File: src/c3e_pkg.sv
// Package for the 3x3 clamped-edge convolution block: widths, register and
// kernel codes, the coefficient table and the shared arithmetic helpers.
// Depends on nothing; every other file of the block imports it.
package c3e_pkg;

    localparam int MAX_WIDTH_DEF    = 1024;
    localparam int MAX_CHANNELS_DEF = 4;
    localparam int MAX_HEIGHT       = 4096;

    localparam int WIDTH_CFG_W = 11;
    localparam int HEIGHT_W    = 13;
    localparam int ROW_W       = 12;
    localparam int NC_W        = 3;
    localparam int CHAN_W      = 2;
    localparam int KSEL_W      = 3;
    localparam int CFG_INDEX_W = 2;
    localparam int CFG_DATA_W  = 13;

    localparam int FIFO_DEPTH = 16;

    localparam int COEF_W   = 20;
    localparam int PROD_W   = 29;
    localparam int ROWSUM_W = 31;
    localparam int SUM_W    = 33;
    localparam int ONE_Q    = 65536;
    localparam int TAPS     = 9;

    localparam logic [CFG_INDEX_W-1:0] CFG_IMAGE_WIDTH   = 2'd0;
    localparam logic [CFG_INDEX_W-1:0] CFG_IMAGE_HEIGHT  = 2'd1;
    localparam logic [CFG_INDEX_W-1:0] CFG_CHANNEL_COUNT = 2'd2;
    localparam logic [CFG_INDEX_W-1:0] CFG_KERNEL_SELECT = 2'd3;

    localparam logic [KSEL_W-1:0] KSEL_EDGE     = 3'd0;
    localparam logic [KSEL_W-1:0] KSEL_SHARPEN  = 3'd1;
    localparam logic [KSEL_W-1:0] KSEL_BOX      = 3'd2;
    localparam logic [KSEL_W-1:0] KSEL_GAUSSIAN = 3'd3;
    localparam logic [KSEL_W-1:0] KSEL_EMBOSS   = 3'd4;
    localparam logic [KSEL_W-1:0] KSEL_IDENTITY = 3'd5;
    localparam int KERNEL_COUNT = 6;

    typedef logic signed [COEF_W-1:0]   coef_t;
    typedef logic signed [PROD_W-1:0]   prod_t;
    typedef logic signed [ROWSUM_W-1:0] rowsum_t;
    typedef logic signed [SUM_W-1:0]    sum_t;

    // One window column, entry 0 is the top row.
    typedef logic [2:0][7:0] col_t;
    // Nine filter taps, entry row*3+col.
    typedef logic [TAPS-1:0][7:0] taps_t;

    typedef struct packed {
        col_t prev_col;
        col_t cur_col;
    } win_t;

    // Control of one request as it leaves the counters.
    typedef struct packed {
        logic              drain;
        logic [7:0]        sample;
        logic [CHAN_W-1:0] chan;
        logic              top_mid;
        logic              has_a;
        logic              has_b;
        logic              a_wide;
        logic              b_narrow;
        logic              eof;
    } item_t;

    typedef struct packed {
        logic has_a;
        logic has_b;
        logic eof;
    } flags_t;

    typedef struct packed {
        logic [7:0] pixel;
        logic       last;
        logic       eof;
    } res_t;

    localparam coef_t KERNEL_TABLE [KERNEL_COUNT][TAPS] = '{
        '{coef_t'(0), coef_t'(-ONE_Q), coef_t'(0),
          coef_t'(-ONE_Q), coef_t'(4 * ONE_Q), coef_t'(-ONE_Q),
          coef_t'(0), coef_t'(-ONE_Q), coef_t'(0)},
        '{coef_t'(0), coef_t'(-ONE_Q), coef_t'(0),
          coef_t'(-ONE_Q), coef_t'(5 * ONE_Q), coef_t'(-ONE_Q),
          coef_t'(0), coef_t'(-ONE_Q), coef_t'(0)},
        '{coef_t'(7282), coef_t'(7282), coef_t'(7282),
          coef_t'(7282), coef_t'(7282), coef_t'(7282),
          coef_t'(7282), coef_t'(7282), coef_t'(7282)},
        '{coef_t'(4096), coef_t'(8192), coef_t'(4096),
          coef_t'(8192), coef_t'(16384), coef_t'(8192),
          coef_t'(4096), coef_t'(8192), coef_t'(4096)},
        '{coef_t'(-2 * ONE_Q), coef_t'(-ONE_Q), coef_t'(0),
          coef_t'(-ONE_Q), coef_t'(ONE_Q), coef_t'(ONE_Q),
          coef_t'(0), coef_t'(ONE_Q), coef_t'(2 * ONE_Q)},
        '{coef_t'(0), coef_t'(0), coef_t'(0),
          coef_t'(0), coef_t'(ONE_Q), coef_t'(0),
          coef_t'(0), coef_t'(0), coef_t'(0)}
    };

    // Selections beyond the last kernel behave as identity.
    function automatic coef_t kernel_coef(input logic [KSEL_W-1:0] ksel, input int tap);
        logic [KSEL_W-1:0] k;
        k = (ksel > KSEL_IDENTITY) ? KSEL_IDENTITY : ksel;
        return KERNEL_TABLE[k][tap];
    endfunction

    function automatic prod_t tap_product(input logic [7:0] px, input coef_t co);
        logic signed [8:0] pxs;
        prod_t             p;
        pxs = signed'({1'b0, px});
        p   = pxs * co;
        return p;
    endfunction

    // A non-positive sum gives zero, otherwise the integer part saturated to 255.
    function automatic logic [7:0] saturate(input sum_t s);
        logic [7:0] r;
        if (s <= sum_t'(0)) begin
            r = 8'd0;
        end else if (s[SUM_W-1:16] > (SUM_W - 16)'(255)) begin
            r = 8'd255;
        end else begin
            r = s[23:16];
        end
        return r;
    endfunction

endpackage

File: src/c3e_window.sv
// Per-channel window columns: shifts in the new column of each request and
// registers the taps of the two possible results. Depends on c3e_pkg.
// Any configuration write or the end of a frame clears every window.
module c3e_window import c3e_pkg::*; #(
    parameter int MAX_CHANNELS = MAX_CHANNELS_DEF
) (
    input  logic       aclk,
    input  logic       aresetn,
    input  logic       cfg_clear,
    input  logic       s1_valid,
    input  item_t      s1_item,
    input  logic [7:0] top,
    input  logic [7:0] mid,
    input  logic [7:0] bot,
    output logic       s2_valid,
    output flags_t     s2_flags,
    output taps_t      s2_taps_a,
    output taps_t      s2_taps_b
);

    localparam int KW = (MAX_CHANNELS > 1) ? $clog2(MAX_CHANNELS) : 1;

    win_t   window_reg [MAX_CHANNELS];
    win_t   old_win, upd_win;
    col_t   cur, n0, n1, n2;
    taps_t  taps_a, taps_b;
    logic   s2_valid_reg;
    flags_t s2_flags_reg;
    taps_t  s2_taps_a_reg, s2_taps_b_reg;

    always_comb begin
        old_win          = window_reg[s1_item.chan[KW-1:0]];
        cur[0]           = top;
        cur[1]           = mid;
        cur[2]           = bot;
        n0               = old_win.prev_col;
        n1               = old_win.cur_col;
        n2               = cur;
        upd_win.prev_col = n1;
        upd_win.cur_col  = n2;
        for (int r = 0; r < 3; r++) begin
            taps_a[r*3]     = s1_item.a_wide ? n1[r] : n0[r];
            taps_a[r*3 + 1] = n1[r];
            taps_a[r*3 + 2] = n2[r];
            taps_b[r*3]     = s1_item.b_narrow ? n2[r] : n1[r];
            taps_b[r*3 + 1] = n2[r];
            taps_b[r*3 + 2] = n2[r];
        end
    end

    always_ff @(posedge aclk) begin
        if (!aresetn || cfg_clear || (s1_valid && s1_item.eof)) begin
            for (int i = 0; i < MAX_CHANNELS; i++) begin
                window_reg[i] <= '0;
            end
        end else if (s1_valid) begin
            window_reg[s1_item.chan[KW-1:0]] <= upd_win;
        end
    end

    always_ff @(posedge aclk) begin
        if (!aresetn) begin
            s2_valid_reg <= 1'b0;
        end else begin
            s2_valid_reg <= s1_valid;
        end
    end

    always_ff @(posedge aclk) begin
        if (s1_valid) begin
            s2_flags_reg.has_a <= s1_item.has_a;
            s2_flags_reg.has_b <= s1_item.has_b;
            s2_flags_reg.eof   <= s1_item.eof;
            s2_taps_a_reg      <= taps_a;
            s2_taps_b_reg      <= taps_b;
        end
    end

    assign s2_valid  = s2_valid_reg;
    assign s2_flags  = s2_flags_reg;
    assign s2_taps_a = s2_taps_a_reg;
    assign s2_taps_b = s2_taps_b_reg;

endmodule

File: config.mk
export PLATFORM = sky130hd
export DESIGN_NAME = c3e_window
export DESIGN_NICKNAME = d
export VERILOG_FILES = /design/src/c3e_pkg.sv /design/src/c3e_window.sv
export SDC_FILE = /design/constraint.sdc
export NUM_CORES = 1
export LEC_CHECK = 0
export BUFFER_PORTS_ARGS = -buffer_cell sky130_fd_sc_hd__buf_2
export CAP_MARGIN = 20
export CORE_AREA = 3 3 162 164
export CTS_CLUSTER_DIAMETER = 30
export DETAILED_ROUTE_END_ITERATION = 10
export DIE_AREA = 0 0 165 167
export GPL_ROUTABILITY_DRIVEN = 0
export PLACE_DENSITY = 0.71
export SKIP_CTS_REPAIR_TIMING = 1
export SLEW_MARGIN = 10
export SYNTH_ARGS = -nofsm -noshare
export SYNTH_HDL_FRONTEND = slang
export SYNTH_SLANG_ARGS = --single-unit
export TNS_END_PERCENT = 50
File: constraint.sdc
create_clock -name aclk -period 3 [get_ports aclk]
set_input_delay 0.15 -clock aclk [delete_from_list [all_inputs] [get_ports aclk]]
set_output_delay 0.15 -clock aclk [all_outputs]
set_load 0.01 [all_outputs]
Yosys cells after proc, flatten, opt, wreduce, memory -nomap -nowiden
Memories as Yosys holds them, arrays and structs flattened.
Cells that the tools add are included.

word-level totals
  memories = 1
  register bits after elaboration = 100
  output and inout port bits = 148
  bits in writable memories = 192

cells by class
  muxes and demuxes = 14
  reduce and logical (&&, ||, !) cells = 5

memories
  memory      words  bits a word  read ports  clocked after Yosys merged registers in  wr ports  line              source
  window_reg  4      48           1           0                                        4         c3e_window.sv:23  win_t window_reg [MAX_CHANNELS];

operators with widths
  cell                 number
  48-bit 2-to-1 mux    1
  8-bit 2-to-1 mux     6
  48-bit OR reduction  1
  1-bit 2-to-1 mux     6
  1-bit logical OR     2
  2-bit 2-to-1 mux     1
  1-bit logical AND    1
  1-bit zero test      1

Logic depth before layout (Yosys ltp)
  depth after elaboration = 7
  mapped depth = 7
  gate-level depth less buffers = 5

Least setup slack after synthesis
Ideal clock, no wire load.

  path type = input to register
  start = input port s1_item[7] in the netlist's numbering
  end = memory window_reg[0][0] in the netlist's numbering, enable pin
  data required time = 2.594 ns
  path buffers = 4
  cell stages on the path = 6
  path slack = 0.499 ns
  library setup time = 0.406 ns
  arrival time = 2.094 ns
  path through = buf_2 buf_6 buf_6 or3_1 buf_2 nand2_1

RTL lines
  item                line              source
  start: declaration  c3e_window.sv:11  input item_t s1_item,
  end: declaration    c3e_window.sv:23

==> summary.md <==
Primary flip-flop cell chosen by synthesis mapping: edfxtp_1. The logs give 1,214 for the placed instance count and 6.44 nW for the standby leakage power. Averaged over all synthesized cells, the footprint is 15.9 sq um. Across every metal layer, demand over resource in global routing totals 19.0%. The overall overflow remaining after global route is 0, and the post-layout minimum cycle time is 2.25 ns. The first global-routing pass estimated 40,000 microns of wire. The largest single stage delay on the critical path is 0.59 ns. The routed design has 26,100 microns of wire. The floorplan step defined a die boundary enclosing 27,600 sq um. The total power density per cell area is 782 nW/um^2, and the worst path required time is 3.24 ns. In this run the cell area measured after placement is 13,300 sq um.

TritonCTS built the clock tree. The pin count of the biggest net entering global routing came out at 77. Sorting the synthesized cells by area gives the leading types as edfxtp_1 (71%), and2_1 (6.4%), mux2i_1 (5.4%), buf_4 (3.3%), mux4_2 (2.6%). The cell sitting at the root of the clock tree is a clkbuf_16. The category of the worst setup path launch point was an input port.

The filler-free cell count of the finished design is 1,344. The final cycle utilization of the critical path was 75.0%. The measured slew at the worst slew-check pin was 0.950 ns. STA classifies the critical path endpoint as a flop.

Summing internal, switching and leakage power gives 12.2 mW. The tightest min-delay check is of the input port to flop type. The worst-path cell with the longest stage delay was or3_1. The initial antenna violation count came out at 0.

The logs give 15,000 microns for the sum of net half-perimeters after detailed placement and 58 for the standard-cell row count. Number of synthesized register bits: 292. In the final routed layout, each cell accounts on average for 19.4 microns. Worst-case clock skew: 0.0150 ns.

In this run, the number of DRC markers left after iteration 0 of detailed routing was 513. In the final design database the tool counted 1,015 nets. Cells with a size suffix above 1 make up 36.7% of the layout. The area share of the largest cell type after synthesis was 70.8%; the clock latency reported for the late side of the worst-skew pair was 0.55 ns. VDD sags by at most 0.000434 V. Setup repair after global routing left no endpoint under its margin. By startpoint and endpoint, the worst setup path is classified as input port to flop.

The number of clock buffers added by TritonCTS is 56. 193 I/O pins were placed. The flow ran to the end, and the final reports show no timing, DRC or antenna violations. edfxtp_1 is the most common cell in the netlist.

The tools report the iteration count of the initial detailed-routing pass as 5. The met3 wire length came out at 1510 microns. The clock-pin slew of the registers on the worst-case setup and hold paths came out at 0.05 ns.

Timing analysis after detailed placement gives a worst setup slack of 0.522 ns. The post-synthesis net count is 821, and the area added between synthesis and finish is 26.0%. The initial core utilization is 49.3%, and the flip-flop count of the largest register after layout is 192.

In this run the vertical extent of the chip is 167 microns. After synthesis the cells add up to 12,300 sq um. The final sum of negative setup slack came out at 0 ns. The number of unique standard cell types used by synthesis is 29, and the total number of yosys warnings is 0. After detailed routing, the number of remaining DRC violations is 0.

The number of standard cells after synthesis was 776; the overall via count from detail_route was 6,878. The detail-routed via count per cell is 5.12. In this run the deepest clock path goes through 3 buffers. The die boundary width was 165 microns; the slack of the critical path was 0.751 ns.

The logs give 11,600 microns for the length of routed wiring on met1 and 0.0775 ns for the final hold slack. The logs give 445 MHz for the timing-limited maximum frequency and 0 for the max-cap violation count. The share of async-settable or async-resettable flops after synthesis works out to 0%.

The number of synthesized flops with an enable pin came out at 291. The tools report the worst slew slack as a fraction of its limit as 36.7%. The run gives 2 as the maximum level of the CTS H-tree.

The number of I/O port buffers is 182. Sequential elements use 71.0% of the synthesized area. The total core area was 25,000 sq um; the final hold violation count was 0. Setup violations remaining at the end of the flow were counted as 0. The highest layer touched by signal routing is met4. The repair_antennas step left the layout with diodes totalling 0.

The number of global-route vias before repair came out at 6,901. By count the netlist is led by edfxtp_1 (291), and2_1 (127), mux2i_1 (66). The tools report the number of clock sinks as 292. Max-slew violation count: 0. The remaining number of nets flagged by the antenna check after routing is 0.

The data arrival time of the critical path is 2.49 ns. The signal on the critical path passes through dlygate4sd3_1 -> buf_2 -> nand4bb_4 -> or3_1 -> nand2_2 -> buf_12. Summed over all instances, the cell type with the most area after synthesis is edfxtp_1. Wire segments on met2 add up to 12,500 microns in the final route. Once layout is complete, the utilization of the core stands at 62.1%. The final standard cell area without fillers was 15,600 sq um; the largest driver fanout on the critical path was 20.
worst paths after layout:
kind / depth (start not counted) / to / startpoint / slack, ns
max: 6 / window_reg[1][8]$_SDFFCE_PN0P_ / s1_item[0] / 0.75
min: 1 / s2_taps_a[54]$_DFFE_PP_ / s1_valid / 0.08
max reg2reg: 3 / s2_taps_a[27]$_DFFE_PP_ / window_reg[3][11]$_DFFE_PP_ / 1.31
min reg2reg: 1 / window_reg[2][27]$_SDFFCE_PN0P_ / window_reg[2][3]$_SDFFCE_PN0P_ / 0.55
cells in the final DEF (no fill, tap or decap), types with 3 or more instances in the layout:
cell	instances
o21ai_0	9
dlygate4sd3_1	28
nor2_1	36
mux2_2	24
clkinv_4	5
clkbuf_1	6
and2_2	30
nand2_2	4
and2_1	127
mux4_2	14
edfxtp_1	291
clkinvlp_4	5
bufinv_16	13
mux2i_1	66
buf_12	3
o221ai_1	24
clkinv_1	3
clkinv_2	11
clkbuf_16	57
buf_4	18
nand2_1	33
inv_1	10
buf_2	180
cells by family (layout without fill, tap and decap cells):
| kind of cell | after synthesis | count (layout) | synth area share [%] |
|---|---|---|---|
| DFF | 292 | 292 | 71.0 |
| and+or+nand+nor | 242 | 242 | 11.4 |
| muxes | 105 | 105 | 10.3 |
| buffers and inverters | 103 | 341 | 5.22 |
| AOI/OAI and AO/OA | 34 | 34 | 2.11 |
critical path, delay by kind of cell:
kind / cells / cell delay, ns
AND/OR/NAND/NOR: 3 / 1.41
buffers and inverters: 3 / 0.92
area by class of cell:
cell class	count	area, sq um
flip-flops and latches	292	8760
well taps	330	413
repair buffers	229	1380
clock inverters	39	556
inverters	10	37.5
fillers	1819	9490
multi-input cells	381	2960
clock buffers	63	1450
where the power goes:
| group | switching [mW] | total [mW] | internal [mW] |
|---|---|---|---|
| logic | 0.465 | 0.757 | 0.291 |
| clock network | 1.99 | 6.56 | 4.57 |
| registers | 0.0745 | 4.84 | 4.77 |
layer usage:
| layer | global-route usage, % | vias up |
|---|---|---|
| met3 | 3.36 | 37 |
| met4 | 6.53 | 0 |
| met5 | 0 | - |
| met1 | 26.9 | 3379 |
| li1 | - | 3212 |
| met2 | 29.9 | 250 |
Power figures use the tool's default switching activity.
