===== src/c3e_pkg.sv =====
// Package for the 3x3 clamped-edge convolution block: widths, register and
// kernel codes, the coefficient table and the shared arithmetic helpers.
// Depends on nothing; every other file of the block imports it.
package c3e_pkg;

    localparam int MAX_WIDTH_DEF    = 1024;
    localparam int MAX_CHANNELS_DEF = 4;
    localparam int MAX_HEIGHT       = 4096;

    localparam int WIDTH_CFG_W = 11;
    localparam int HEIGHT_W    = 13;
    localparam int ROW_W       = 12;
    localparam int NC_W        = 3;
    localparam int CHAN_W      = 2;
    localparam int KSEL_W      = 3;
    localparam int CFG_INDEX_W = 2;
    localparam int CFG_DATA_W  = 13;

    localparam int FIFO_DEPTH = 16;

    localparam int COEF_W   = 20;
    localparam int PROD_W   = 29;
    localparam int ROWSUM_W = 31;
    localparam int SUM_W    = 33;
    localparam int ONE_Q    = 65536;
    localparam int TAPS     = 9;

    localparam logic [CFG_INDEX_W-1:0] CFG_IMAGE_WIDTH   = 2'd0;
    localparam logic [CFG_INDEX_W-1:0] CFG_IMAGE_HEIGHT  = 2'd1;
    localparam logic [CFG_INDEX_W-1:0] CFG_CHANNEL_COUNT = 2'd2;
    localparam logic [CFG_INDEX_W-1:0] CFG_KERNEL_SELECT = 2'd3;

    localparam logic [KSEL_W-1:0] KSEL_EDGE     = 3'd0;
    localparam logic [KSEL_W-1:0] KSEL_SHARPEN  = 3'd1;
    localparam logic [KSEL_W-1:0] KSEL_BOX      = 3'd2;
    localparam logic [KSEL_W-1:0] KSEL_GAUSSIAN = 3'd3;
    localparam logic [KSEL_W-1:0] KSEL_EMBOSS   = 3'd4;
    localparam logic [KSEL_W-1:0] KSEL_IDENTITY = 3'd5;
    localparam int KERNEL_COUNT = 6;

    typedef logic signed [COEF_W-1:0]   coef_t;
    typedef logic signed [PROD_W-1:0]   prod_t;
    typedef logic signed [ROWSUM_W-1:0] rowsum_t;
    typedef logic signed [SUM_W-1:0]    sum_t;

    // One window column, entry 0 is the top row.
    typedef logic [2:0][7:0] col_t;
    // Nine filter taps, entry row*3+col.
    typedef logic [TAPS-1:0][7:0] taps_t;

    typedef struct packed {
        col_t prev_col;
        col_t cur_col;
    } win_t;

    // Control of one request as it leaves the counters.
    typedef struct packed {
        logic              drain;
        logic [7:0]        sample;
        logic [CHAN_W-1:0] chan;
        logic              top_mid;
        logic              has_a;
        logic              has_b;
        logic              a_wide;
        logic              b_narrow;
        logic              eof;
    } item_t;

    typedef struct packed {
        logic has_a;
        logic has_b;
        logic eof;
    } flags_t;

    typedef struct packed {
        logic [7:0] pixel;
        logic       last;
        logic       eof;
    } res_t;

    localparam coef_t KERNEL_TABLE [KERNEL_COUNT][TAPS] = '{
        '{coef_t'(0), coef_t'(-ONE_Q), coef_t'(0),
          coef_t'(-ONE_Q), coef_t'(4 * ONE_Q), coef_t'(-ONE_Q),
          coef_t'(0), coef_t'(-ONE_Q), coef_t'(0)},
        '{coef_t'(0), coef_t'(-ONE_Q), coef_t'(0),
          coef_t'(-ONE_Q), coef_t'(5 * ONE_Q), coef_t'(-ONE_Q),
          coef_t'(0), coef_t'(-ONE_Q), coef_t'(0)},
        '{coef_t'(7282), coef_t'(7282), coef_t'(7282),
          coef_t'(7282), coef_t'(7282), coef_t'(7282),
          coef_t'(7282), coef_t'(7282), coef_t'(7282)},
        '{coef_t'(4096), coef_t'(8192), coef_t'(4096),
          coef_t'(8192), coef_t'(16384), coef_t'(8192),
          coef_t'(4096), coef_t'(8192), coef_t'(4096)},
        '{coef_t'(-2 * ONE_Q), coef_t'(-ONE_Q), coef_t'(0),
          coef_t'(-ONE_Q), coef_t'(ONE_Q), coef_t'(ONE_Q),
          coef_t'(0), coef_t'(ONE_Q), coef_t'(2 * ONE_Q)},
        '{coef_t'(0), coef_t'(0), coef_t'(0),
          coef_t'(0), coef_t'(ONE_Q), coef_t'(0),
          coef_t'(0), coef_t'(0), coef_t'(0)}
    };

    // Selections beyond the last kernel behave as identity.
    function automatic coef_t kernel_coef(input logic [KSEL_W-1:0] ksel, input int tap);
        logic [KSEL_W-1:0] k;
        k = (ksel > KSEL_IDENTITY) ? KSEL_IDENTITY : ksel;
        return KERNEL_TABLE[k][tap];
    endfunction

    function automatic prod_t tap_product(input logic [7:0] px, input coef_t co);
        logic signed [8:0] pxs;
        prod_t             p;
        pxs = signed'({1'b0, px});
        p   = pxs * co;
        return p;
    endfunction

    // A non-positive sum gives zero, otherwise the integer part saturated to 255.
    function automatic logic [7:0] saturate(input sum_t s);
        logic [7:0] r;
        if (s <= sum_t'(0)) begin
            r = 8'd0;
        end else if (s[SUM_W-1:16] > (SUM_W - 16)'(255)) begin
            r = 8'd255;
        end else begin
            r = s[23:16];
        end
        return r;
    endfunction

endpackage


===== src/c3e_filter.sv =====
// Kernel arithmetic: registered tap products, registered row sums, then the
// final sum with truncation and saturation for both results of a request.
// Depends on c3e_pkg.
module c3e_filter import c3e_pkg::*; (
    input  logic              aclk,
    input  logic              aresetn,
    input  logic [KSEL_W-1:0] kernel_sel,
    input  logic              s2_valid,
    input  flags_t            s2_flags,
    input  taps_t             s2_taps_a,
    input  taps_t             s2_taps_b,
    output logic              wr_a,
    output res_t              res_a,
    output logic              wr_b,
    output res_t              res_b
);

    logic    s3_valid_reg, s4_valid_reg;
    flags_t  s3_flags_reg, s4_flags_reg;
    prod_t   prod_a_reg [TAPS];
    prod_t   prod_b_reg [TAPS];
    rowsum_t rsum_a_reg [3];
    rowsum_t rsum_b_reg [3];
    sum_t    total_a, total_b;

    always_ff @(posedge aclk) begin
        if (!aresetn) begin
            s3_valid_reg <= 1'b0;
            s4_valid_reg <= 1'b0;
        end else begin
            s3_valid_reg <= s2_valid;
            s4_valid_reg <= s3_valid_reg;
        end
    end

    always_ff @(posedge aclk) begin
        if (s2_valid) begin
            s3_flags_reg <= s2_flags;
            for (int i = 0; i < TAPS; i++) begin
                prod_a_reg[i] <= tap_product(s2_taps_a[i], kernel_coef(kernel_sel, i));
                prod_b_reg[i] <= tap_product(s2_taps_b[i], kernel_coef(kernel_sel, i));
            end
        end
        if (s3_valid_reg) begin
            s4_flags_reg <= s3_flags_reg;
            for (int r = 0; r < 3; r++) begin
                rsum_a_reg[r] <= ROWSUM_W'(prod_a_reg[r*3]) + ROWSUM_W'(prod_a_reg[r*3 + 1])
                                 + ROWSUM_W'(prod_a_reg[r*3 + 2]);
                rsum_b_reg[r] <= ROWSUM_W'(prod_b_reg[r*3]) + ROWSUM_W'(prod_b_reg[r*3 + 1])
                                 + ROWSUM_W'(prod_b_reg[r*3 + 2]);
            end
        end
    end

    always_comb begin
        total_a = SUM_W'(rsum_a_reg[0]) + SUM_W'(rsum_a_reg[1]) + SUM_W'(rsum_a_reg[2]);
        total_b = SUM_W'(rsum_b_reg[0]) + SUM_W'(rsum_b_reg[1]) + SUM_W'(rsum_b_reg[2]);
        wr_a        = s4_valid_reg && s4_flags_reg.has_a;
        res_a.pixel = saturate(total_a);
        res_a.last  = !s4_flags_reg.has_b;
        res_a.eof   = 1'b0;
        wr_b        = s4_valid_reg && s4_flags_reg.has_b;
        res_b.pixel = saturate(total_b);
        res_b.last  = 1'b1;
        res_b.eof   = s4_flags_reg.eof;
    end

endmodule


===== config.mk =====
export PLATFORM = sky130hd
export DESIGN_NAME = c3e_filter
export DESIGN_NICKNAME = d
export VERILOG_FILES = /design/src/c3e_pkg.sv /design/src/c3e_filter.sv
export SDC_FILE = /design/constraint.sdc
export NUM_CORES = 2
export LEC_CHECK = 0
export ABC_AREA = 1
export BUFFER_PORTS_ARGS = -buffer_cell sky130_fd_sc_hd__buf_2
export CAP_MARGIN = 20
export CELL_PAD_IN_SITES_DETAIL_PLACEMENT = 1
export CELL_PAD_IN_SITES_GLOBAL_PLACEMENT = 2
export CORE_MARGIN = 5
export CORE_UTILIZATION = 45
export DETAILED_ROUTE_END_ITERATION = 8
export PLACE_DENSITY_LB_ADDON = 0.1
export SYNTH_ARGS = -nofsm -noshare
export SYNTH_HDL_FRONTEND = slang
export SYNTH_SLANG_ARGS = --single-unit

===== constraint.sdc =====
create_clock -name aclk -period 11.7 [get_ports aclk]
set_input_delay 1.17 -clock aclk [delete_from_list [all_inputs] [get_ports aclk]]
set_output_delay 1.17 -clock aclk [all_outputs]
set_load 0.005 [all_outputs]

# After elaboration in Yosys (flattened, before gate mapping)
# Memory sizes are Yosys's and may differ from the RTL's.
# Index checks and enable logic that the tools add are counted.
totals:
  ff_bits: 8
  ramBits: 708
  mem_bits_ro: 1440
  in_bits: 153
  elab_cells: 68
  memories: 5
op_classes:
  add_sub_neg: 16
  mul: 18
  n_lt_le_gt_ge: 6
  n_mux: 11
  bitwise_logic: 1
  n_reduce_logical: 3
memory_table:
  columns: ["name", "words", "width", "read_ports", "rd_ports_with_merged_regs", "write_ports", "line", "source"]
  rows:
  - ["(name not given)", 8, 180, 1, 0, 0, "c3e_pkg.sv:106", "return KERNEL_TABLE[k][tap];"]
  - ["prod_a_reg", 9, 29, 9, 0, 9, "c3e_filter.sv:20", "prod_t prod_a_reg [TAPS];"]
  - ["prod_b_reg", 9, 29, 9, 0, 9, "c3e_filter.sv:21", "prod_t prod_b_reg [TAPS];"]
  - ["rsum_a_reg", 3, 31, 3, 0, 3, "c3e_filter.sv:22", "rowsum_t rsum_a_reg [3];"]
  - ["rsum_b_reg", 3, 31, 3, 0, 3, "c3e_filter.sv:23", "rowsum_t rsum_b_reg [3];"]
ops:
  columns: ["op", "count"]
  rows:
  - ["9-bit by 20-bit multiplier with 29-bit output", 18]
  - ["180-bit 2-to-1 mux", 2]
  - ["30-bit by 29-bit adder with 31-bit output", 6]
  - ["29-bit by 29-bit adder with 30-bit output", 6]
  - ["32-bit by 31-bit adder with 33-bit output", 2]
  - ["33-bit by 1-bit <= comparator with 1-bit output, second input constant", 2]
  - ["31-bit by 31-bit adder with 32-bit output", 2]
  - ["17-bit by 9-bit > comparator with 1-bit output, second input constant", 2]
  - ["8-bit 2-to-1 mux", 4]
  - ["4-bit greater-or-equal comparator, second input constant", 1]
  - ["1-bit 2-to-1 mux", 4]
  - ["3-bit NOT with 4-bit output", 1]
  - ["3-bit > comparator, second input constant", 1]
  - ["3-bit 2-to-1 mux", 1]
  - ["1-bit logical AND", 2]
  - ["1-bit logical NOT", 1]

# Longest topological paths before layout
depth:
  ltp_word: 7
  mapped_depth: 33
  ltp_nobuf: 30

# Worst setup path before layout
# Ideal clock, no wire load.
synth_path:
  kind: "input to register"
  startpoint: "input kernel_sel[1]"
  endpoint: "memory prod_a_reg[0][168] in the netlist's numbering (data pin)"
  setup_ps: 260
  arrival_time_ps: 5825
  path_slack_ps: 5615
  stages: 27
  n_path_buf: 3
  path_cell_list: "inv_2 > nor2_4 > inv_4 > nor2_8 > inv_2 > buf_6 > buf_4 > buf_2 > nor2_1 > inv_1 > fa_1 > inv_1 > ha_1 > inv_1 > fa_1 > fa_1 > inv_1 > ha_1 > a21oi_1 > o21ai_0 > a21oi_1 > inv_1 > a21oi_1 > o21bai_1 > nand3_1 > nand2_1 > xor2_1"
synth_lines:
  columns: ["element", "line", "source"]
  rows:
  - ["from (decl)", "c3e_filter.sv:7", "input logic [KSEL_W-1:0] kernel_sel,"]
  - ["to (decl)", "c3e_filter.sv:20", null]

==> results.tsv <==
metric	value	unit
FF+latch count, synth	660	
clock tree skew after final layout	0.0423	ns
Slew @ Worst Pin	1.13	ns
post-detail-place hpwl	224000	um
Vias/cell	5.11	
effective utilization at floorplan	45.2	%
run status	finished, final reports clean	
# fillers	22800	
first-pass GRT wire length	405000	um
vias in the first global route	71200	
pin count of the biggest net entering global routing	152	
highest fanout seen on the critical path	99	
First-pass DRT Iterations	5	
input/output buffers	172	
Critical path buffers and inverters	9	
cell row count	161	
Mean Syn Cell Area	8.81	um^2
total CTS buffers	85	
Final Cycle Share	62.7	%
count of synthesis-stage warnings from yosys	0	
Bufs on Longest Clock Path	3	
proportion of register bits with asynchronous set or reset after synthesis	0	%
Floorplan Core Area	193000	um^2
critical path class	in2reg	
global placer's final weighted congestion	0.930	
wirelength, routed	257000	um
routed via count	65000	
Critical Path Max Stage Delay	0.56	ns
most common cell after layout, fill and taps aside	sky130_fd_sc_hd__inv_1	
data arrival time at the worst-slack endpoint	7.83	ns
synthesized net count	12400	
Synth Instances	9896	
number of antenna violations at the first check in global routing	10	
proportion of layout cells with a drive suffix above 1	4.29	%
Multi-input gate area	57700	um^2
most frequently used flop master after synthesis	sky130_fd_sc_hd__edfxtp_1	
starting DRC count in detailed routing	3132	
top-level I/O count	175	
maximum level of the CTS H-tree	3	
Post-CTS Resized	0	
number of flops mapped to enable cells by yosys	658	
number of DRC violations after detailed routing	0	
Die Ht	450	um
FMAX	136	MHz
library cell used as clock root buffer	sky130_fd_sc_hd__clkbuf_16	
Skew-Pair Late Insertion Delay	0.71	ns
antenna-violating nets left	0	
required time at the endpoint of the critical path	12.20	ns
worst vdd rail ir drop	0.195	mV
area of the die	203000	um^2
Area growth, synth to finish	7.77	%
total congestion overflow	0	
normalized max-slew margin	24.8	%
share of the yosys chip area belonging to registers	22.7	%
aggregate global-route resource usage	25.4	%
worst min-delay path category	reg2reg	
max-capacitance violation count	0	
top library cells by usage in the layout, fill and taps aside	sky130_fd_sc_hd__inv_1 (2,498), sky130_fd_sc_hd__ha_1 (1,453), sky130_fd_sc_hd__nand2_1 (1,420)	
nets@finish	12600	
leakage power of the design	50.3	nW
area of the mapped netlist	87100	um^2
count of cell types in the netlist	61	
number of sinks driven by the clock tree	660	
Finish-stage setup viols	0	
Pwr per Cell Area	211	nW/um^2
Post-CTS Setup Inserts	0	
final hold vios	0	
gate family responsible for the most delay along the worst path	adder cells	
worst hold margin	0.417	ns
WL per Instance	20.2	um
total negative slack	0	ns
hold bufs inserted after CTS	0	
Final Max Tran Viols	0	
Horiz. Die Dim	450	um
TritonCTS clock tree	yes	
area of all sequential standard cells	19800	um^2
minimum clock period	7.33	ns
CP max stage cell	sky130_fd_sc_hd__fa_1	
clock-pin transition on the worst setup and hold timing paths	0.05	ns
unrepaired setup endpoints after global routing	no	
worst-case register-to-register setup slack	7.80	ns
CP Capture Type	flop	
startpoint type of the worst setup path	input pin	
[final timing paths]
path | from | endpoint | cells past startpoint
min | s3_flags_reg[0] | res_b[0] | 0
max reg2reg | prod_a_reg[0][31] | rsum_a_reg[0][26] | 12
max | kernel_sel[1] | prod_a_reg[0][223] | 27
min reg2reg | s3_flags_reg[0] | res_b[0] | 0
[cells by family after synthesis]
family,share of synthesized area (%)
other,0.00862
xor gates and xnor gates,5.25
AOI/OAI and AO/OA,7.21
adders and majority gates,40.9
and+or+nand+nor,12.9
buffers and inverters,11.1
DFF,22.7
[worst reg2reg max path, stage by stage, from the launching register on]
cell and delay [ns]:
sky130_fd_sc_hd__edfxtp_1 0.51, sky130_fd_sc_hd__fa_1 0.55, sky130_fd_sc_hd__ha_1 0.17, sky130_fd_sc_hd__inv_1 0.06, sky130_fd_sc_hd__fa_1 0.46, sky130_fd_sc_hd__o21ai_1 0.38, sky130_fd_sc_hd__nand3_1 0.12, sky130_fd_sc_hd__nand2_1 0.16
sky130_fd_sc_hd__nand3_1 0.13, sky130_fd_sc_hd__nand3_1 0.17, sky130_fd_sc_hd__nand3_1 0.09, sky130_fd_sc_hd__nand2_1 0.11, sky130_fd_sc_hd__xor2_1 0.66
[where the power goes]
part	total, W	switching, W	internal (W)
clock network	0.00266	0.00114	0.00153
logic	0.0131	0.00865	0.00442
registers	0.00409	0.000516	0.00358
total	0.0198	0.0103	0.00953
[per-layer routing]
| metal | part of all wire [%] | global-route usage (%) |
|---|---|---|
| met1 | 46 | 34.3 |
| met3 | 2.8 | 1.90 |
| met2 | 49 | 44.4 |
| met4 | 2.7 | 6.30 |
| met5 | 0 | 0 |
[Yosys cell counts (10+ instances only)]
cell | instances | area [um^2]
sky130_fd_sc_hd__inv_1 | 2498 | 9380
sky130_fd_sc_hd__ha_1 | 1453 | 18200
sky130_fd_sc_hd__nand2_1 | 1421 | 5330
sky130_fd_sc_hd__fa_1 | 870 | 17400
sky130_fd_sc_hd__nor2_1 | 792 | 2970
sky130_fd_sc_hd__edfxtp_1 | 658 | 19800
sky130_fd_sc_hd__a21oi_1 | 580 | 2900
sky130_fd_sc_hd__xor2_1 | 345 | 3020
sky130_fd_sc_hd__nand3_1 | 257 | 1290
sky130_fd_sc_hd__o21ai_0 | 246 | 1230
sky130_fd_sc_hd__xnor2_1 | 171 | 1500
sky130_fd_sc_hd__a21o_1 | 61 | 458
sky130_fd_sc_hd__nand4_1 | 59 | 369
sky130_fd_sc_hd__nor3_1 | 56 | 280
sky130_fd_sc_hd__o21bai_1 | 40 | 300
sky130_fd_sc_hd__o21ai_1 | 37 | 185
sky130_fd_sc_hd__a31oi_1 | 33 | 206
sky130_fd_sc_hd__o21a_1 | 27 | 203
sky130_fd_sc_hd__or2_2 | 26 | 163
sky130_fd_sc_hd__nor2_2 | 24 | 150
sky130_fd_sc_hd__clkbuf_1 | 19 | 71.3
sky130_fd_sc_hd__nor4_1 | 19 | 119
sky130_fd_sc_hd__a21boi_0 | 18 | 135
sky130_fd_sc_hd__o211ai_1 | 18 | 135
sky130_fd_sc_hd__nor2_4 | 16 | 180
sky130_fd_sc_hd__buf_2 | 15 | 75.1
sky130_fd_sc_hd__nand2_2 | 14 | 87.6
sky130_fd_sc_hd__a21boi_1 | 10 | 75.1
[metrics by stage]
step / util (%) / area, um^2 / total power, W / instances / setup slack [ns]
3_3_place_gp: 47.3 / 91100 / 0.0170 / 12600 / 3.69
5_1_grt: 48.8 / 93900 / 0.0217 / 12700 / 4.00
6_report: 48.8 / 93900 / 0.0198 / 12700 / 4.37
4_1_cts: 48.8 / 93900 / 0.0201 / 12700 / 4.36
2_1_floorplan: - / 87100 / 0.0126 / 9896 / 5.62
3_5_place_dp: 47.3 / 91100 / 0.0173 / 12600 / 3.62
[area by class of cell]
class                      count  area share (%)
antenna                        4          0.0107
sequential                   660            21.1
tap                         2526            3.37
inverter                    2507            10.0
clock buffer                  94            2.30
timing repair buffer         189            1.09
clock inverter                61           0.656
multi-input combinational   6682            61.5
Power figures use the tool's default switching activity.
