`config.mk`:
```
export PLATFORM = sky130hd
export DESIGN_NAME = c3e_out_fifo
export DESIGN_NICKNAME = d
export VERILOG_FILES = /design/src/c3e_pkg.sv /design/src/c3e_out_fifo.sv
export SDC_FILE = /design/constraint.sdc
export NUM_CORES = 1
export LEC_CHECK = 0
export BUFFER_PORTS_ARGS = -buffer_cell sky130_fd_sc_hd__clkbuf_2
export CORE_MARGIN = 2
export CORE_UTILIZATION = 45
export DETAILED_ROUTE_END_ITERATION = 6
export GPL_ROUTABILITY_DRIVEN = 0
export PLACE_DENSITY_LB_ADDON = 0.2
export SETUP_SLACK_MARGIN = 0.05
export SLEW_MARGIN = 20
export SYNTH_ARGS = -nofsm -noshare
export SYNTH_HDL_FRONTEND = slang
export SYNTH_SLANG_ARGS = --single-unit
```
`constraint.sdc`:
```
create_clock -name aclk -period 6.5 [get_ports aclk]
set_clock_uncertainty 0.2 [all_clocks]
set_input_delay 1.95 -clock aclk [delete_from_list [all_inputs] [get_ports aclk]]
set_output_delay 1.95 -clock aclk [all_outputs]
set_load 0.02 [all_outputs]
```
`src/c3e_pkg.sv`:
```
// Package for the 3x3 clamped-edge convolution block: widths, register and
// kernel codes, the coefficient table and the shared arithmetic helpers.
// Depends on nothing; every other file of the block imports it.
package c3e_pkg;

    localparam int MAX_WIDTH_DEF    = 1024;
    localparam int MAX_CHANNELS_DEF = 4;
    localparam int MAX_HEIGHT       = 4096;

    localparam int WIDTH_CFG_W = 11;
    localparam int HEIGHT_W    = 13;
    localparam int ROW_W       = 12;
    localparam int NC_W        = 3;
    localparam int CHAN_W      = 2;
    localparam int KSEL_W      = 3;
    localparam int CFG_INDEX_W = 2;
    localparam int CFG_DATA_W  = 13;

    localparam int FIFO_DEPTH = 16;

    localparam int COEF_W   = 20;
    localparam int PROD_W   = 29;
    localparam int ROWSUM_W = 31;
    localparam int SUM_W    = 33;
    localparam int ONE_Q    = 65536;
    localparam int TAPS     = 9;

    localparam logic [CFG_INDEX_W-1:0] CFG_IMAGE_WIDTH   = 2'd0;
    localparam logic [CFG_INDEX_W-1:0] CFG_IMAGE_HEIGHT  = 2'd1;
    localparam logic [CFG_INDEX_W-1:0] CFG_CHANNEL_COUNT = 2'd2;
    localparam logic [CFG_INDEX_W-1:0] CFG_KERNEL_SELECT = 2'd3;

    localparam logic [KSEL_W-1:0] KSEL_EDGE     = 3'd0;
    localparam logic [KSEL_W-1:0] KSEL_SHARPEN  = 3'd1;
    localparam logic [KSEL_W-1:0] KSEL_BOX      = 3'd2;
    localparam logic [KSEL_W-1:0] KSEL_GAUSSIAN = 3'd3;
    localparam logic [KSEL_W-1:0] KSEL_EMBOSS   = 3'd4;
    localparam logic [KSEL_W-1:0] KSEL_IDENTITY = 3'd5;
    localparam int KERNEL_COUNT = 6;

    typedef logic signed [COEF_W-1:0]   coef_t;
    typedef logic signed [PROD_W-1:0]   prod_t;
    typedef logic signed [ROWSUM_W-1:0] rowsum_t;
    typedef logic signed [SUM_W-1:0]    sum_t;

    // One window column, entry 0 is the top row.
    typedef logic [2:0][7:0] col_t;
    // Nine filter taps, entry row*3+col.
    typedef logic [TAPS-1:0][7:0] taps_t;

    typedef struct packed {
        col_t prev_col;
        col_t cur_col;
    } win_t;

    // Control of one request as it leaves the counters.
    typedef struct packed {
        logic              drain;
        logic [7:0]        sample;
        logic [CHAN_W-1:0] chan;
        logic              top_mid;
        logic              has_a;
        logic              has_b;
        logic              a_wide;
        logic              b_narrow;
        logic              eof;
    } item_t;

    typedef struct packed {
        logic has_a;
        logic has_b;
        logic eof;
    } flags_t;

    typedef struct packed {
        logic [7:0] pixel;
        logic       last;
        logic       eof;
    } res_t;

    localparam coef_t KERNEL_TABLE [KERNEL_COUNT][TAPS] = '{
        '{coef_t'(0), coef_t'(-ONE_Q), coef_t'(0),
          coef_t'(-ONE_Q), coef_t'(4 * ONE_Q), coef_t'(-ONE_Q),
          coef_t'(0), coef_t'(-ONE_Q), coef_t'(0)},
        '{coef_t'(0), coef_t'(-ONE_Q), coef_t'(0),
          coef_t'(-ONE_Q), coef_t'(5 * ONE_Q), coef_t'(-ONE_Q),
          coef_t'(0), coef_t'(-ONE_Q), coef_t'(0)},
        '{coef_t'(7282), coef_t'(7282), coef_t'(7282),
          coef_t'(7282), coef_t'(7282), coef_t'(7282),
          coef_t'(7282), coef_t'(7282), coef_t'(7282)},
        '{coef_t'(4096), coef_t'(8192), coef_t'(4096),
          coef_t'(8192), coef_t'(16384), coef_t'(8192),
          coef_t'(4096), coef_t'(8192), coef_t'(4096)},
        '{coef_t'(-2 * ONE_Q), coef_t'(-ONE_Q), coef_t'(0),
          coef_t'(-ONE_Q), coef_t'(ONE_Q), coef_t'(ONE_Q),
          coef_t'(0), coef_t'(ONE_Q), coef_t'(2 * ONE_Q)},
        '{coef_t'(0), coef_t'(0), coef_t'(0),
          coef_t'(0), coef_t'(ONE_Q), coef_t'(0),
          coef_t'(0), coef_t'(0), coef_t'(0)}
    };

    // Selections beyond the last kernel behave as identity.
    function automatic coef_t kernel_coef(input logic [KSEL_W-1:0] ksel, input int tap);
        logic [KSEL_W-1:0] k;
        k = (ksel > KSEL_IDENTITY) ? KSEL_IDENTITY : ksel;
        return KERNEL_TABLE[k][tap];
    endfunction

    function automatic prod_t tap_product(input logic [7:0] px, input coef_t co);
        logic signed [8:0] pxs;
        prod_t             p;
        pxs = signed'({1'b0, px});
        p   = pxs * co;
        return p;
    endfunction

    // A non-positive sum gives zero, otherwise the integer part saturated to 255.
    function automatic logic [7:0] saturate(input sum_t s);
        logic [7:0] r;
        if (s <= sum_t'(0)) begin
            r = 8'd0;
        end else if (s[SUM_W-1:16] > (SUM_W - 16)'(255)) begin
            r = 8'd255;
        end else begin
            r = s[23:16];
        end
        return r;
    endfunction

endpackage

```
`src/c3e_out_fifo.sv`:
```
// Result queue in front of the output port; takes up to two results a cycle
// and gives one. Room is reserved upstream, so it never overflows.
// Depends on c3e_pkg.
module c3e_out_fifo import c3e_pkg::*; (
    input  logic aclk,
    input  logic aresetn,
    input  logic wr_a,
    input  res_t res_a,
    input  logic wr_b,
    input  res_t res_b,
    output logic m_valid,
    input  logic m_ready,
    output res_t head
);

    localparam int PtrW = $clog2(FIFO_DEPTH);
    localparam int CntW = $clog2(FIFO_DEPTH + 1);

    res_t            fifo_reg [FIFO_DEPTH];
    logic [PtrW-1:0] wp_reg, wp_next, rp_reg, rp_next;
    logic [CntW-1:0] cnt_reg, cnt_next;
    logic            pop;
    logic [1:0]      n_wr;

    assign m_valid = cnt_reg != '0;
    assign head    = fifo_reg[rp_reg];
    assign pop     = m_valid && m_ready;
    assign n_wr    = {1'b0, wr_a} + {1'b0, wr_b};

    always_comb begin
        wp_next  = wp_reg + PtrW'(n_wr);
        rp_next  = rp_reg + (pop ? PtrW'(1) : PtrW'(0));
        cnt_next = cnt_reg + CntW'(n_wr) - (pop ? CntW'(1) : CntW'(0));
    end

    always_ff @(posedge aclk) begin
        if (wr_a) begin
            fifo_reg[wp_reg] <= res_a;
        end
        if (wr_b) begin
            fifo_reg[wr_a ? wp_reg + PtrW'(1) : wp_reg] <= res_b;
        end
    end

    always_ff @(posedge aclk) begin
        if (!aresetn) begin
            wp_reg  <= '0;
            rp_reg  <= '0;
            cnt_reg <= '0;
        end else begin
            wp_reg  <= wp_next;
            rp_reg  <= rp_next;
            cnt_reg <= cnt_next;
        end
    end

endmodule

```
# ---- Word level (Yosys, flattened, before mapping)
# Memory sizes are Yosys's and may differ from the RTL's. A register that Yosys moved wholly into a read port is not among the register bits.
# Index checks and enable logic that the tools add are counted.
dict set report classes {
  add_sub_neg 6
  n_mux 8
  reduce_logical 2
}
# operator count
set ops {}
lappend ops {{$mux 4} 2}
lappend ops {{$mux 1} 6}
lappend ops {{$add 5x2->5} 1}
lappend ops {{$reduce_bool 5->1} 1}
lappend ops {{$sub 5x1->5} 1}
lappend ops {{$add 4x1->4} 1}
lappend ops {{$add 4x1->4 const B} 1}
lappend ops {{$add 4x2->4} 1}
lappend ops {{$add 1x1->2} 1}
lappend ops {{$logic_and 1x1->1} 1}
dict set report totals {
  regBits 13
  mem_bits_rw 160
  input_bits 25
  out_inout_bits 11
  word_cells 20
  mem_count 1
}
# name words width rd rd_clocked_by_memory_dff write_ports line_no
set memory_table {}
lappend memory_table {fifo_reg 16 10 1 1 2 c3e_out_fifo.sv:19} ;# res_t fifo_reg [FIFO_DEPTH];

# ---- Logic depth before layout (Yosys ltp)
# Gate-level depths: netlist of run 1.
dict set report depth {
  word_depth 5
  depth_mapped 12
  depth_no_buf 12
}

# ---- Worst setup path before layout of run 1
# Ideal clock, no wire load.
dict set report synth_path {
  path_type {in2reg}
  from {input wr_a}
  to {register cnt_reg[4]}
  setup_ns 0.116
  t_arrival_ns 3.878
  required_ns 6.184
  setup_slack_ns 2.306
  stages 10
  path_buffers 0
  path_cell_list {ha_1 inv_1 ha_1 inv_1 ha_1 fa_1 a21oi_1 nor2_1 or3_1 and3_1}
}
dict set report synth_between {
  elab_chain_len 3
}
# item line_no
set synth_rtl {}
lappend synth_rtl {{start: declaration} c3e_out_fifo.sv:7} ;# input logic wr_a,
lappend synth_rtl {{$add 1x1->2} c3e_out_fifo.sv:28} ;# assign n_wr = {1'b0, wr_a} + {1'b0, wr_b};
lappend synth_rtl {{$add 5x2->5} c3e_out_fifo.sv:33} ;# cnt_next = cnt_reg + CntW'(n_wr) - (pop ? CntW'(1) : CntW'(0));
lappend synth_rtl {{$sub 5x1->5} c3e_out_fifo.sv:33}
lappend synth_rtl {{end signal: assignment} c3e_out_fifo.sv:53} ;# cnt_reg <= cnt_next;
lappend synth_rtl {{end: declaration} c3e_out_fifo.sv:21} ;# logic [CntW-1:0] cnt_reg, cnt_next;
# No other way between the ends.
# A chain may end at the register's enable or synchronous reset.

==> results.toml, run 1 <==
[synthesis]
post_synth_mux_area_share_pct = 32.7
ys.flop_type = "edfxtp_1"
yosysTopAreaCell = "edfxtp_1"
synth-edff-count = 160
synthCells = 564
ys_seq_area_share_pct = 53.5
syn_nets = 607
yosys_warnings = 0
synth_seq_cells = 173
synth_top_family_by_area = "multiplexers"
synth-compound-area-share_pct = 3.69
synth_top_area_share_pct = 50.7
synth.distinct_cells = 45
synthTopCellsByArea = "edfxtp_1, mux4_2, mux2_2, mux2_4, mux2_1"
synth_xor_area_share_pct = 0.647
yosys.area_share.adder_pct = 2.54
synth_area_mm2 = 0.00947
synth.avg_cell_area_um2 = 16.8
synthSimpleGateAreaFrac_pct = 3.71
synth_async_sr_flop_share_pct = 0

[timing]
tightest_slew_ns = 0.991
setup_tns_ns = 0
rsz0062_at_grt = "no"
setup_viol = 0
finalMaxSlewViolations = 0
finalCritPeriodShare_pct = 77.0
finalHoldViolations = 0
timing.hold.ws_ns = 0.399
worst_slack_ns = 1.49
post-route-min-period_ns = 5.01
clock.fmax_mhz = 200
max_slew_margin_pct = 33.5

[routing]
vias = 5044
drt_iter0_markers = 285
wirelength_mm = 22.1
drcViolationCount = 0
ant_nets = 0
dr.pass1.iters = 4
vias_per_cell = 5.76
detail_route.wl_per_cell_um = 25.3

[clock_network]
clk_latency_ns = 0.43
cts_buffers = 17
htreeDepth = 4
holdBufCountCts = 0
cts_tree = "done"
cts_root_buf = "clkbuf_16"
cts_max_path_buffers = 2
cts-resized-gates = 0
clkTransAtPathRegs_ns = 0.07
cts_setup_buffers = 0
clock_sinks = 173

[placed_design]
dp_hpwl_mm = 15.1
place_ws_ns = 1.89
io_buffers = 35

[cells_and_area]
final_core_util_pct = 50.5
regArea_mm2 = 0.00507
multiInputGateArea_mm2 = 0.00413
area_delta_synth_final_pct = 11.0
fillers = 1780
layout_commonest_cell = "edfxtp_1"
largest_register_ffs = 160
diodes = 0
drive_gt1_share_pct = 47.6
finalNetCount = 631
layout_common_cells = "edfxtp_1, mux2_2, mux4_2, mux2_4, clkbuf_2"

[global_routing]
grt_pass1_wl_mm = 33.7
grt_use_total_pct = 21.2
antenna_found_initial = 0
grt_max_degree = 26
overflow = 0
grt_pass1_vias = 5449

[run_status]
status = "complete, no violations"

[floorplan]
die_area_mm2 = 0.0222
rows = 53
die_w_um = 149
core_area_mm2 = 0.0208
ioPinCount = 36
die_h_um = 149
start_util_pct = 45.5

[setup_path]
crit_fanout = 22
worstSetupStartpointType = "flip-flop"
cpMostUsedCell = "mux4_2"
cpMaxStageDelayCell = "dfxtp_2"
worstSetupPathType = "reg -> out"
worstPathCellList = "buf_12 > mux4_2 > mux4_2 > clkbuf_2"
cp_data_required_time_ns = 4.35
arrival_ns = 2.86
slowest_delay_ns = 0.89
worst_setup_path_end_kind = "output pin"

[pwr]
power.leakage_nw = 3.74
p_total_mw = 3.18
power_density_mw_per_mm2 = 302
ir_drop_uv = 196

[job]
drv_cap = 0

[min_path]
hold_path.class = "reg -> reg"
## synthesized netlist by cell type (4+ instances only)
cell type	instances
a21oi_1	8
and2_1	13
and3b_1	4
buf_2	6
buf_4	12
clkbuf_1	25
dfxtp_1	13
edfxtp_1	160
ha_1	16
inv_1	13
mux2_1	33
mux2_2	82
mux2_4	45
mux4_2	50
nand2_1	6
nor2_1	4
nor2_8	4
o21ai_0	9
o21bai_1	12
xnor2_1	4
## final cells by class
| type | count | area share [%] |
|---|---|---|
| tap | 275 | 3.27 |
| multi-input combinational | 328 | 39.3 |
| timing repair buffer | 54 | 3.14 |
| clock inverter | 14 | 1.49 |
| inverter | 14 | 0.500 |
| sequential | 173 | 48.2 |
| clock buffer | 18 | 4.08 |
## cell families (layout without fill, tap and decap cells)
| family | after synthesis | count (layout) |
|---|---|---|
| XOR/XNOR | 7 | 7 |
| flip-flops | 173 | 173 |
| AND/OR/NAND/NOR | 49 | 49 |
| adder cells (fa/ha/maj) | 18 | 18 |
| multiplexers | 210 | 210 |
| buffers and inverters | 63 | 100 |
| AO/OA/AOI/OAI | 44 | 44 |
## path summary, 6_finish.rpt
check,end,depth (start not counted),slack (ns),from
worst max register to register,fifo_reg[14][0],7,3.37,wp_reg[1]
worst max-delay path,head[3],4,1.49,rp_reg[0]
worst min-delay path,cnt_reg[0],2,0.40,cnt_reg[0]
worst min register to register,cnt_reg[0],2,0.40,cnt_reg[0]
## through the flow
stage,instance area [um^2],std cells
finish,10500,876
global route,10500,876
global placement,9890,844
CTS,10500,876
detailed placement,9910,844
floorplan,9470,564
## where the power goes
part           switching (mW)  internal, mW
combinational           0.376         0.400
clock                   0.443         0.574
sequential             0.0850          1.30
total                   0.903          2.27
## layer usage
metal / global-route usage (%) / routed length (um)
met2: 36.9 / 11600
met3: 3.64 / 756
met4: 7.05 / 398
met1: 27.0 / 9370
met5: 0 / 0
## worst max-delay path: cells and delay by family (launching register included)
family | cells | cell delay (ns)
muxes | 2 | 1.04
DFF | 1 | 0.89
buffers and inverters | 2 | 0.48
No activity file was read; power rests on OpenSTA's default activity.
==> run 2, diff against run 1 <==
- clock period: 6.5 -> 4.67 ns (I/O delays scaled with it)
==> run 2 against run 1 <==
Compared with the run above:
- non-clock buffer count rose by 8
- clock-buffer cell count is the same
- wire length decreased by 2.2%
- critical path depth unchanged
- highest routed layer unchanged
==> results.toml, run 2 (synthesized netlist as in run 1, its figures left out) <==
[clock_network]
cts_setup_buffers = 0
cts_max_path_buffers = 2
cts_buffers = 17
clock_sinks = 173
cts_root_buf = "clkbuf_16"
holdBufCountCts = 0
cts_tree = "done"
htreeDepth = 4
cts-resized-gates = 0
clkTransAtPathRegs_ns = 0.06
clk_latency_ns = 0.42

[pwr]
ir_drop_uv = 249
pwr-share-seq_pct = 41.5
p_sw_share_pct = 28.1
power_density_mw_per_mm2 = 424
p_switching_mw = 1.26
pwr-share-clk_pct = 32.2
power.leakage_nw = 3.79
combPwrFrac_pct = 26.3
intPower_mw = 3.23

[timing]
setup_tns_ns = 0
max_slew_margin_pct = 39.9
setup_viol = 0
finalMaxSlewViolations = 0
post-route-min-period_ns = 4.02
tightest_slew_ns = 0.901
rsz0062_at_grt = "no"
finalCritPeriodShare_pct = 86.1
finalHoldViolations = 0
clock.fmax_mhz = 249

[setup_path]
slowest_delay_ns = 0.58
worst-r2r-cell-count = 7
crit_fanout = 24
arrival_ns = 2.42
rrSetupSlack_ns = 1.45
startpoint = "rp_reg[0]"
worstSetupStartpointType = "flip-flop"
regToRegEndpoint = "fifo_reg[9][0]"
worstSetupPathType = "reg -> out"
cpMostUsedCell = "mux4_2"
cpMaxStageDelayCell = "mux4_2"
worstPathCellList = "buf_12 > mux4_2 > mux4_2 > clkbuf_2"
reg2reg_from = "wp_reg[0]"
cp_data_required_time_ns = 3.07
worst_setup_path_end_kind = "output pin"

[routing]
wirelength_mm = 21.6
vias = 5025
vias_per_cell = 5.68
drt_iter0_markers = 327
detail_route.wl_per_cell_um = 24.5
ant_nets = 0
dr.pass1.iters = 5
drcViolationCount = 0

[min_path]
min_to = "cnt_reg[0]"
hold_path.class = "reg -> reg"
hold-path-cell-count = 2
hold_start = "cnt_reg[0]"

[floorplan]
die_h_um = 149
die_area_mm2 = 0.0222
core_area_mm2 = 0.0208
die_w_um = 149
rows = 53
ioPinCount = 36
start_util_pct = 45.5

[cells_and_area]
area_delta_synth_final_pct = 11.8
layout_commonest_cell = "edfxtp_1"
diodes = 0
drive_gt1_share_pct = 47.3
finalNetCount = 639
layout_common_cells = "edfxtp_1, mux2_2, mux4_2, mux2_4, clkbuf_2"
largest_register_ffs = 160
final_core_util_pct = 50.8

[global_routing]
grt_pass1_vias = 5355
grt_max_degree = 39
grt_use_total_pct = 20.6
grt_pass1_wl_mm = 33.2
overflow = 0
antenna_found_initial = 0

[run_status]
status = "complete, no violations"

[placed_design]
dp_hpwl_mm = 14.4
io_buffers = 35

[job]
drv_cap = 0
==> run 2: cell types whose count changed in the layout (fill, tap and decap cells not counted), sizes merged <==
cell      previous run  this run
clkinv               4         8
inv                 20        16
buf                 19        27
bufinv               2         3
clkinvlp             2         1
==> run 2: routing by layer <==
layer	part of all wire (%)	GRT usage (%)	vias to the layer above	wire [um]
li1	-	-	2273	-
met1	42	26.4	2605	9020
met2	52	36.3	131	11300
met3	4.8	3.64	16	1030
met4	1.3	5.19	0	286
met5	0	0	-	0
==> run 2: worst max-delay path by stage <==
stage | slack (ns) | cells after the start | endpoint
finish | 0.65 | 4 | head[0]
CTS | 0.61 | 4 | head[0]
detailed placement | 0.56 | 11 | cnt_reg[4]
global route | 0.55 | 4 | head[0]
global placement | 0.67 | 11 | cnt_reg[4]
floorplan | 1.03 | 10 | cnt_reg[4]
==> run 2: metrics by stage <==
stage / cell area, um^2 / total power, mW / cells / hold WS [ns] / worst slack (ns)
final: 10600 / 4.49 / 884 / 0.405 / 0.651
after global routing: 10600 / 4.67 / 884 / 0.443 / 0.549
after CTS: 10600 / 4.53 / 884 / 0.409 / 0.609
after detailed placement: 9990 / 3.10 / 852 / 0.393 / 0.562
after global placement: 9980 / 3.07 / 852 / 0.387 / 0.671
after floorplan: 9470 / 2.73 / 564 / 0.353 / 1.03
==> run 2: power groups by stage <==
| stage | Combinational, mW | Sequential (mW) | Clock, mW |
|---|---|---|---|
| floorplan | 0.872 | 1.86 | 0 |
| CTS | 1.20 | 1.87 | 1.47 |
| global placement | 1.18 | 1.89 | 0 |
| detailed placement | 1.20 | 1.90 | 0 |
| finish | 1.18 | 1.87 | 1.44 |
| global route | 1.27 | 1.87 | 1.52 |
==> run 2: area by class of cell <==
class	instances	area [um^2]
Clock buffer	18	429
Clock inverter	14	168
Fill cell	1761	10200
Inverter	14	52.6
Multi-Input combinational cell	328	4110
Sequential cell	173	5070
Tap cell	275	344
Timing Repair Buffer	62	415
==> run 2: critical path: cells and delay by family, from the launching register on <==
family / cells / cell delay [ns]
multiplexers: 2 / 1.09
flip-flops: 1 / 0.45
buffers and inverters: 2 / 0.45
==> run 3, diff against run 2 <==
- REMOVE_ABC_BUFFERS: unset -> 1
==> run 3 against run 2 <==
Compared with the run above:
- maximum frequency rose by 0.93%
- combinational power hardly changed
- flip-flop and latch count did not move
- die area unchanged
- register-to-register slack about the same
- non-clock buffer count decreased by 5
- sequential share of layout area rose by 0.32 points
- worst hold slack better by 0.0021 ns
- sequential power hardly changed
- critical path depth did not move
- total power decreased by 1.1%
- critical endpoint unchanged
==> results.toml, run 3 (synthesized netlist as in run 1, its figures left out) <==
[routing]
drt_iter0_markers = 396
drcViolationCount = 0
detail_route.wl_per_cell_um = 25.3
wirelength_mm = 22.2
vias_per_cell = 5.83
vias = 5123
ant_nets = 0
dr.pass1.iters = 4

[pwr]
intPower_mw = 3.12
combPwrFrac_pct = 27.2
p_sw_share_pct = 29.7
power.leakage_nw = 3.75
power_density_mw_per_mm2 = 422
ir_drop_uv = 264
p_switching_mw = 1.32
pwr-share-clk_pct = 31.0
pwr-share-seq_pct = 41.8

[setup_path]
reg2reg_from = "wp_reg[0]"
worst_setup_path_end_kind = "output pin"
worstSetupStartpointType = "flip-flop"
slowest_delay_ns = 0.59
endpoint = "head[0]"
rrSetupSlack_ns = 1.44
regToRegEndpoint = "fifo_reg[13][6]"
cpMostUsedCell = "mux4_2"
worst-r2r-cell-count = 7
worstPathCellList = "buf_12 > mux4_2 > mux4_2 > clkbuf_2"
crit_cells = 4
cpMaxStageDelayCell = "mux4_2"
crit_family = "multiplexers"
crit_fanout = 30
worstSetupPathType = "reg -> out"
crit_buf_inv = 2
startpoint = "rp_reg[0]"
cp_data_required_time_ns = 3.07
arrival_ns = 2.38

[global_routing]
grt_use_total_pct = 21.0
grt_pass1_wl_mm = 33.4
overflow = 0
grt_pass1_vias = 5286
grt_max_degree = 41
antenna_found_initial = 0

[timing]
rsz0062_at_grt = "no"
setup_viol = 0
clock.fmax_mhz = 251
finalCritPeriodShare_pct = 85.3
finalHoldViolations = 0
max_slew_margin_pct = 25.6
post-route-min-period_ns = 3.98
tightest_slew_ns = 1.11
finalMaxSlewViolations = 0
setup_tns_ns = 0

[clock_network]
cts_root_buf = "clkbuf_16"
holdBufCountCts = 0
clock_sinks = 173
cts-resized-gates = 0
clk_latency_ns = 0.43
clkTransAtPathRegs_ns = 0.07
htreeDepth = 4
cts_buffers = 17
cts_tree = "done"
cts_max_path_buffers = 2
cts_setup_buffers = 0

[cells_and_area]
area_delta_synth_final_pct = 11.1
largest_register_ffs = 160
drive_gt1_share_pct = 47.6
layout_commonest_cell = "edfxtp_1"
diodes = 0
layout_common_cells = "edfxtp_1, mux2_2, mux4_2, mux2_4, clkbuf_2"
finalNetCount = 634
layout.cells.non_filler = 878

[placed_design]
io_buffers = 35
placed_cells = 847
dp_hpwl_mm = 14.6

[floorplan]
rows = 53
ioPinCount = 36
die_area_mm2 = 0.0222
die_h_um = 149
start_util_pct = 45.5
die_w_um = 149
core_area_mm2 = 0.0208

[min_path]
hold_path.class = "reg -> reg"

[job]
drv_cap = 0

[run_status]
status = "complete, no violations"
run 3: cell types whose count changed in the layout (fill, tap and decap cells not counted), sizes merged:
cell and delta:
inv +3, buf -5, clkinv -2, bufinv -2
run 3: cell type report:
class                      count  area (um^2)
clock inverter                13          135
clock buffer                  18          429
tap                          275          344
fill                        1774        10300
inverter                      14         52.6
multi-input combinational    328         4120
sequential                   173         5070
timing repair buffer          57          365
run 3: metal layers:
metal | vias up | global-route usage [%] | wire, um
met3 | 24 | 3.30 | 1240
met1 | 2676 | 29.4 | 9600
met4 | 0 | 5.95 | 333
li1 | 2280 | - | -
met5 | - | 0 | 0
met2 | 143 | 34.3 | 11000
run 3: metrics by stage:
stage | utilization [%] | area [um^2] | total power, mW | hold WS (ns) | setup slack, ns
floorplan | - | 9220 | 2.70 | 0.358 | 0.0930
global placement | 47.7 | 9930 | 3.08 | 0.379 | 0.671
detailed placement | 47.7 | 9940 | 3.11 | 0.396 | 0.583
CTS | 50.5 | 10500 | 4.47 | 0.414 | 0.655
global route | 50.5 | 10500 | 4.62 | 0.439 | 0.619
finish | 50.5 | 10500 | 4.44 | 0.407 | 0.688
run 3: worst min-delay path by stage:
stage | from | endpoint | depth (start not counted)
floorplan | cnt_reg[0] | cnt_reg[0] | 2
global placement | cnt_reg[0] | cnt_reg[0] | 2
detailed placement | cnt_reg[0] | cnt_reg[0] | 2
CTS | cnt_reg[0] | cnt_reg[0] | 2
global route | rp_reg[1] | rp_reg[1] | 2
finish | cnt_reg[0] | cnt_reg[0] | 2
run 3: worst register-to-register path, stage by stage (launching register included):
cell and delay (ns):
dfxtp_1 0.64, inv_1 0.14, ha_1 0.37, nor3b_1 0.27
o21ai_2 0.19, o21bai_1 0.20, buf_4 0.22, o21ai_1 0.61
run 3: power groups by stage:
stage	registers, mW	clock network [mW]	logic [mW]
5_1_grt	1.87	1.45	1.30
4_1_cts	1.86	1.40	1.22
6_report	1.86	1.38	1.21
2_1_floorplan	1.95	0	0.748
3_5_place_dp	1.89	0	1.22
3_3_place_gp	1.88	0	1.19
